[config.mk]
export PLATFORM = sky130hd
export DESIGN_NAME = fpa_delay
export DESIGN_NICKNAME = d
export VERILOG_FILES = /design/src/design/fpa_delay.sv
export SDC_FILE = /design/constraint.sdc
export NUM_CORES = 1
export LEC_CHECK = 0
export BUFFER_PORTS_ARGS = -buffer_cell sky130_fd_sc_hd__buf_2
export CELL_PAD_IN_SITES_DETAIL_PLACEMENT = 0
export CELL_PAD_IN_SITES_GLOBAL_PLACEMENT = 1
export CORE_AREA = 2 2 39 41
export CTS_BUF_LIST = sky130_fd_sc_hd__clkbuf_4 sky130_fd_sc_hd__clkbuf_8
export CTS_CLUSTER_SIZE = 12
export DETAILED_ROUTE_END_ITERATION = 8
export DIE_AREA = 0 0 41 43
export GPL_ROUTABILITY_DRIVEN = 0
export PLACE_DENSITY = 0.76
export SETUP_SLACK_MARGIN = 0.4
export SYNTH_ARGS = -nofsm -noshare
export SYNTH_HDL_FRONTEND = slang
export SYNTH_SLANG_ARGS = --single-unit
export TNS_END_PERCENT = 50
[constraint.sdc]
create_clock -name i_clk -period 2 [get_ports i_clk]
set_clock_uncertainty 0.15 [all_clocks]
set_input_delay 0.6 -clock i_clk [delete_from_list [all_inputs] [get_ports i_clk]]
set_output_delay 0.6 -clock i_clk [all_outputs]
set_load 0.1 [all_outputs]
[src/design/fpa_delay.sv]
// fixed-length delay line for side information and results of the fixed-point alu
// no dependencies
`timescale 1ns / 1ps
`default_nettype none

module fpa_delay #(
    parameter int WIDTH = 8,
    parameter int DEPTH = 2
) (
    input  logic             i_clk,
    input  logic [WIDTH-1:0] i_d,
    output logic [WIDTH-1:0] o_q
);

    logic [WIDTH-1:0] r_pipe [DEPTH];

    // shift one place per cycle
    always_ff @(posedge i_clk) begin
        r_pipe[0] <= i_d;
        for (int i = 1; i < DEPTH; i++) begin
            r_pipe[i] <= r_pipe[i-1];
        end
    end

    assign o_q = r_pipe[DEPTH-1];

endmodule

`default_nettype wire

==> results_dict.tcl <==
set metrics [dict create \
    path_clk_slew_ns 0.08 \
    timing.final.crit_share_pct 78.7 \
    synthCells 24 \
    wl_um 364 \
    setup_slack_ns 0.426 \
    p_per_area_nw_per_um2 1130 \
    worstSetupStartpointType "flop" \
    period_needed_ns 1.57 \
    largest_reg_flops 16 \
    synth_cell_type_count 2 \
    grt_pass1_vias 147 \
    maxCapViolCount 0 \
    regMostFlops "r_pipe" \
    fin_tns_setup_ns 0 \
    rows 14 \
    ys_seq_area_share_pct 84.2 \
    drive_above_1_share_pct 66.7 \
    path_max_fanout 1 \
    fmax_mhz 635 \
    reg2regPathDepth 0 \
    ys_seq_elements 16 \
    p_leak_nw 0.259 \
    rr_endpoint "r_pipe[0][14]" \
    crit_buf_inv 1 \
    vias_per_cell 3.15 \
    setup_viol 0 \
    syn2layout_area_growth_pct 50.3 \
    whs_path_depth 0 \
    clkLatencyLatePin_ns 0.28 \
    crit_arrival_ns 0.82 \
    cts.path.max_buffers 2 \
    clockRootBuffer "clkbuf_4" \
    io_pins 17 \
    cts_hold_buf 0 \
    syn_area_per_cell_um2 15.8 \
    fillers 127 \
    critPathSlowestCell "dfxtp_1" \
    timing.rr.start "r_pipe[0][6]" \
    cpPeakStageDelay_ns 0.35 \
    core_um2 1380 \
    grt_first_pass_wirelength_um 607 \
    max-vdd-ir-drop_mv 0.410 \
    hp-class "flop to flop" \
    crit_family "flip-flops" \
    final_common_cell "dfxtp_1" \
    status "finished clean" \
    drc 0 \
    cts-htree-levels 1 \
    maxSlewViolCount 0 \
    total_power_mw 0.645 \
    port_buffers 16 \
    tightestPinTransition_ns 0.102 \
    die_width_um 41 \
    layout.comb_gates.multi_input 0 \
    ff2ff_setup_slack_ns 1.45 \
    hold_viol_final 0 \
    initial_utilization_pct 27.5 \
    multi_input_area_um2 0 \
    dr.first_iter.drc_count 2 \
    diodes 0 \
    die_area_um2 1760 \
    grt_max_degree 10 \
    antenna_found_initial 0 \
    end_kind "output port" \
    synth_area_um2 380 \
    cp.required_ns 1.25 \
    reg_top3 "r_pipe (16)" \
    seq_area_um2 325 \
    final_cell_mix "12 x dfxtp_1, 8 x buf_2, 6 x buf_12, 4 x dfxtp_2, 3 x clkbuf_4" \
    layout.cells.non_filler 52 \
    overflow 0 \
    min_from "r_pipe[0][5]" \
    fin_nets 46 \
    criticalPathCategory "flop to output port" \
    cp_cell_sequence "buf_8" \
    dp_slack_ns 0.540 \
    grt_setup_unrepaired "yes" \
    cts_buffers 3 \
    wire_per_inst_um 7.00 \
    relSlewSlack_pct 93.2 \
    floorplan.die.height_um 43 \
    synth_fp_nets 33 \
    dp.cells 48 \
    vias 164 \
    track_usage_pct 6.71 \
    postRouteAntennaNets 0 \
    cts.sinks 16 \
    cts_tree "done" \
    dr.pass1.iters 2 \
    yosys_warnings 0 \
    whs_endpoint "r_pipe[0][13]" \
]
logic make-up after synthesis:
kind of cell | share of synthesized area [%]
buffers and inverters | 15.8
flip-flops | 84.2
power by group:
part / internal, mW / switching, mW
sequential: 0.336 / 0.00773
clock: 0.111 / 0.0880
combinational: 0.0348 / 0.0669
per-stage QoR:
step                utilization [%]  hold slack [ns]  area, µm²
floorplan                         -            0.160        380
global placement               30.4            0.160        420
detailed placement             30.4            0.163        420
CTS                            36.7            0.181        508
global route                   41.3            0.183        572
finish                         41.3            0.180        572
synth_stat cells:
library cell	number	area (µm²)
buf_4	8	60.1
dfxtp_1	16	320
cell type report:
class,count,share of cell area (%)
flip-flops and latches,16,56.9
repair buffers,16,33.3
clock buffers,4,6.35
well taps,16,3.50
timing repair:
action	CTS	global route
setup endpoints to repair	8	8
gates resized for setup	16	18
buffers inserted	0	0
routing by layer:
layer	wire [µm]	vias to the layer above	global-route usage (%)
li1	-	88	-
met1	150	62	6.04
met2	141	14	4.69
met3	72	0	9.42
met4	0	0	10.0
met5	0	-	0
worst max path at each step:
stage / from / cells after the start / slack (ns) / end
floorplan: r_pipe[0][8] / 1 / 0.69 / o_q[0]
global placement: r_pipe[0][15] / 1 / 0.55 / o_q[7]
detailed placement: r_pipe[0][11] / 1 / 0.54 / o_q[3]
CTS: r_pipe[0][8] / 1 / 0.36 / o_q[0]
global route: r_pipe[0][8] / 1 / 0.37 / o_q[0]
finish: r_pipe[0][9] / 1 / 0.43 / o_q[1]
Power figures use the tool's default switching activity.
