`src/design/fpa_pkg.sv`:
```
// shared types, action codes and saturation helper of the fixed-point alu
// no dependencies; used by the top level, fpa_mul and fpa_checker
`timescale 1ns / 1ps
`default_nettype none

package fpa_pkg;

    // action codes
    typedef enum logic [3:0] {
        ACT_ADD      = 4'd0,
        ACT_SUB      = 4'd1,
        ACT_MUL      = 4'd2,
        ACT_DIV      = 4'd3,
        ACT_GT       = 4'd4,
        ACT_LT       = 4'd5,
        ACT_GE       = 4'd6,
        ACT_LE       = 4'd7,
        ACT_EQ       = 4'd8,
        ACT_NE       = 4'd9,
        ACT_INC      = 4'd10,
        ACT_DEC      = 4'd11,
        ACT_MIN      = 4'd12,
        ACT_MAX      = 4'd13,
        ACT_FROM_INT = 4'd14,
        ACT_TO_INT   = 4'd15
    } t_fpa_action;

    // input item
    typedef struct packed {
        t_fpa_action        action;
        logic signed [31:0] operand_a;
        logic signed [31:0] operand_b;
    } t_fpa_in;

    // result item
    typedef struct packed {
        logic signed [31:0] result_value;
        logic               compare_true;
        logic               overflow;
        logic               divide_by_zero;
    } t_fpa_out;

    // saturated 32-bit value with its overflow flag
    typedef struct packed {
        logic               ov;
        logic signed [31:0] value;
    } t_fpa_sat;

    // per-item side information carried alongside the divider
    typedef struct packed {
        t_fpa_action action;
        t_fpa_out    simple;
    } t_fpa_side;

    localparam logic signed [63:0] SAT_MAX = 64'sh0000_0000_7FFF_FFFF;
    localparam logic signed [63:0] SAT_MIN = 64'shFFFF_FFFF_8000_0000;

    // clamp a wide signed value into 32 bits
    function automatic t_fpa_sat fpa_saturate(input logic signed [63:0] v);
        t_fpa_sat s;
        if (v > SAT_MAX) begin
            s.ov    = 1'b1;
            s.value = SAT_MAX[31:0];
        end else if (v < SAT_MIN) begin
            s.ov    = 1'b1;
            s.value = SAT_MIN[31:0];
        end else begin
            s.ov    = 1'b0;
            s.value = v[31:0];
        end
        return s;
    endfunction

endpackage

`default_nettype wire

```
`src/design/fpa_mul.sv`:
```
// two-stage fixed-point multiply: product, then round half away and saturate
// depends on fpa_pkg
`timescale 1ns / 1ps
`default_nettype none

module fpa_mul #(
    parameter int FRACTION_BITS = 8
) (
    input  logic              i_clk,
    input  logic [31:0]       i_mag_a,
    input  logic [31:0]       i_mag_b,
    input  logic              i_neg,
    output fpa_pkg::t_fpa_sat o_res
);

    localparam logic [63:0] HALF = 64'd1 << (FRACTION_BITS - 1);

    logic [63:0]        r_prod;
    logic               r_neg;
    logic [63:0]        w_prod;
    logic [63:0]        w_round;
    logic signed [63:0] w_signed;

    // magnitude product
    assign w_prod = {32'd0, i_mag_a} * {32'd0, i_mag_b};

    always_ff @(posedge i_clk) begin
        r_prod <= w_prod;
        r_neg  <= i_neg;
    end

    // round to nearest on the magnitude, then restore the sign
    always_comb begin
        w_round  = (r_prod + HALF) >> FRACTION_BITS;
        w_signed = r_neg ? -$signed(w_round) : $signed(w_round);
    end

    always_ff @(posedge i_clk) begin
        o_res <= fpa_pkg::fpa_saturate(w_signed);
    end

endmodule

`default_nettype wire

```
`config.mk`:
```
export PLATFORM = sky130hd
export DESIGN_NAME = fpa_mul
export DESIGN_NICKNAME = d
export VERILOG_FILES = /design/src/design/fpa_pkg.sv /design/src/design/fpa_mul.sv
export SDC_FILE = /design/constraint.sdc
export NUM_CORES = 2
export LEC_CHECK = 0
export BUFFER_PORTS_ARGS = -buffer_cell sky130_fd_sc_hd__buf_2
export CAP_MARGIN = 10
export CORE_ASPECT_RATIO = 0.8
export CORE_MARGIN = 10
export CORE_UTILIZATION = 57
export CTS_BUF_LIST = sky130_fd_sc_hd__clkbuf_4 sky130_fd_sc_hd__clkbuf_8
export CTS_CLUSTER_DIAMETER = 60
export DETAILED_ROUTE_END_ITERATION = 10
export GPL_ROUTABILITY_DRIVEN = 0
export GPL_TIMING_DRIVEN = 0
export PLACE_DENSITY = 0.76
export RECOVER_POWER = 100
export SLEW_MARGIN = 20
export SYNTH_ARGS = -nofsm -noshare
export SYNTH_HDL_FRONTEND = slang
export SYNTH_SLANG_ARGS = --single-unit
```
`constraint.sdc`:
```
create_clock -name i_clk -period 25.2 [get_ports i_clk]
set_input_delay 2.52 -clock i_clk [delete_from_list [all_inputs] [get_ports i_clk]]
set_output_delay 2.52 -clock i_clk [all_outputs]
set_load 0.005 [all_outputs]
```
==> qor.yml <==
sta:
  fin_skew_ns: 0.0154
  worst_pin_slew_ns: 1.31
  max_clock_freq_ghz: 0.0835
  drv_slew: 0
  hold_viol: 0
  setup_viol: 0
  min_period_ns: 11.97
  rsz0062_at_grt: "no"
  fin_tns_setup_ns: 0
  relSlewSlack_pct: 12.5
  period_share_pct: 47.5
  hold_slack_ns: 0.794
yosys:
  yosys-top-cells-area: "fa_1 (47%), and2_1 (9.0%), inv_1 (8.9%), ha_1 (8.6%), nand2_1 (5.6%)"
  syn_nets: 5521
  synth_edf_count: 0
  yosysWarnings: 0
  seq_area_frac_synth_pct: 4.76
  synth-seq-cells: 91
  synth_top_flop_cell: "dfxtp_1"
  avgSynthCellArea_um2: 8.90
  synthCells: 4298
  netlist_area_um2: 38300
  ys_types: 83
  ys_async_sr_fraction_pct: 0
  synth_top_area_share_pct: 46.8
  yosysTopAreaCell: "fa_1"
global_routing:
  track_usage_pct: 32.8
  overflow: 0
  antenna_found_initial: 15
  grt_pass1_vias: 31800
  grt_pass1_wl_mm: 192
  grt_max_degree: 20
routing:
  first_iter_violations: 3415
  wire_per_inst_um: 23.9
  drtPass1Iterations: 9
  drt-total-wl_mm: 126
  drc: 0
  final_antenna_net_count: 0
  vias_per_cell: 5.95
  vias: 31400
worst_setup_path:
  critPathLaunch: "i_mag_a[10]"
  slowest_delay_ns: 0.83
  regToRegEndpoint: "o_res[12]"
  crit_family: "adder cells"
  cp_num_cells: 28
  rr_startpoint: "r_prod[8]"
  cp_slowest_cell: "clkbuf_1"
  regToRegSetupSlack_ns: 18.75
  required_ns: 25.54
  reg2reg_depth: 17
  endpoint_kind: "register"
  critPathCapture: "r_prod[63]"
  path_buf_inv: 7
  arrival_ns: 12.31
  path_common_cell: "fa_1"
  crit_fanout: 10
  critPathKind: "in -> reg"
  critPathLaunchType: "input pin"
clock_network:
  cts_inserted_buffers: 9
  cts_hold_repair.buffers: 0
  h-tree-depth: 3
  cts_setup_buffers: 0
  clockBufferDepth: 2
  insertion_delay_ns: 0.40
  cts.sink_count: 91
  clockRootBuffer: "clkbuf_8"
  post_cts_resized: 0
  cts_tree: "done"
  clkTransAtPathRegs_ns: 0.10
cells_and_area:
  fillCellCount: 5738
  drive_above_1_share_pct: 3.15
  num-nets-final: 5630
  stdcell_count: 5281
  syn2layout_area_growth_pct: 4.54
  fin_util_pct: 60.5
min_path:
  hold_path_class: "reg -> reg"
  holdPathStages: 4
floorplanning:
  die-area_um2: 78000
  die_y_um: 252
  ios: 99
  core_um2: 66100
  die_x_um: 310
  row_count: 84
  start_util_pct: 57.9
run:
  cap_viol_max_count: 0
placed_design:
  hpwl_mm: 106
  dp_cells: 5256
  io_buffer_count: 98
run_status:
  status: "completed"
[sequential cells by signal (all words and copies together), names as in the netlist]
| signal | count |
|---|---|
| r_prod | 57 |
| o_res | 33 |
| r_neg | 1 |
[layout make-up]
| type | count | area (um2) | share of cell area, % |
|---|---|---|---|
| Multi-Input combinational cell | 3060 | 32100 | 80.2 |
| Inverter | 908 | 3410 | 8.52 |
| Sequential cell | 91 | 1820 | 4.55 |
| Tap cell | 860 | 1080 | 2.69 |
| Buffer | 239 | 943 | 2.36 |
| Timing Repair Buffer | 98 | 454 | 1.14 |
| Clock buffer | 9 | 124 | 0.310 |
| Clock inverter | 7 | 75.1 | 0.188 |
| Antenna cell | 9 | 22.5 | 0.0563 |
[kinds of logic after synthesis]
logic type      after synthesis  synth area share, %
mux                           9                0.235
compound gates              261                 4.76
simple gates               1484                 20.1
buf+inv                    1147                 11.4
fa+ha+maj                  1157                 55.4
xor+xnor                    149                 3.41
flops                        91                 4.76
[layer usage]
metal | vias to the layer above | track usage (%) | part of all wire [%]
li1 | 13100 | - | -
met1 | 15500 | 41.3 | 36
met2 | 2295 | 47.5 | 42
met3 | 565 | 14.2 | 16
met4 | 4 | 17.3 | 7.0
met5 | - | 0 | 0.027
[cells in the mapped netlist (all sizes together), types with 5 or more instances]
cell type / number
nand2: 575
dfxtp: 91
o41ai: 6
o31ai: 13
nand4: 38
and3: 18
and2: 551
or2: 10
o21ai: 55
a22oi: 5
nor3: 40
nor4: 24
o221ai: 5
or4: 11
fa: 895
ha: 262
or3: 9
nand3: 73
mux2i: 9
and4: 16
nor2: 90
inv: 908
o21a: 15
a21oi: 42
a211oi: 8
a31oi: 7
o211ai: 32
nor2b: 12
a21o: 25
xor2: 54
xnor2: 95
clkbuf: 221
buf: 18
a2111oi: 6
[per-stage QoR]
stage	setup WS, ns	area [um2]
final	13.23	40000
after global routing	12.94	40000
after CTS	13.75	40000
after detailed placement	13.34	39800
after global placement	13.35	39800
after floorplan	15.36	38300
[cells in the final DEF, fill, tap and decap left out, types with 32 or more instances in the layout]
cell        n
nand2_1   573
xor2_1     54
clkbuf_1  251
a21oi_1    42
xnor2_1    95
o21ai_0    54
o211ai_1   32
nor3_1     38
fa_1      895
and2_1    550
nand4_1    35
buf_2      78
dfxtp_1    91
nor2_1     90
nand3_1    70
ha_1      262
inv_1     907
[worst reg2reg max path: cells and delay by family (launching register included)]
| family | cells | cell delay (ns) |
|---|---|---|
| AOI/OAI and AO/OA | 4 | 1.31 |
| xor gates and xnor gates | 1 | 0.29 |
| DFF | 1 | 0.40 |
| adders and majority gates | 1 | 0.19 |
| buffers and inverters | 4 | 1.23 |
| and+or+nand+nor | 7 | 2.93 |
[how the worst min path moves through the flow]
stage,slack (ns),startpoint,endpoint
floorplan,0.67,r_prod[35],o_res[27]
global placement,0.77,r_prod[13],o_res[5]
detailed placement,0.78,r_prod[13],o_res[5]
CTS,0.80,r_prod[13],o_res[5]
global route,0.86,r_prod[13],o_res[5]
finish,0.79,r_prod[13],o_res[5]
Power is not shown: default switching activity piles up to over one toggle a cycle in this logic, so the estimate is an artifact.
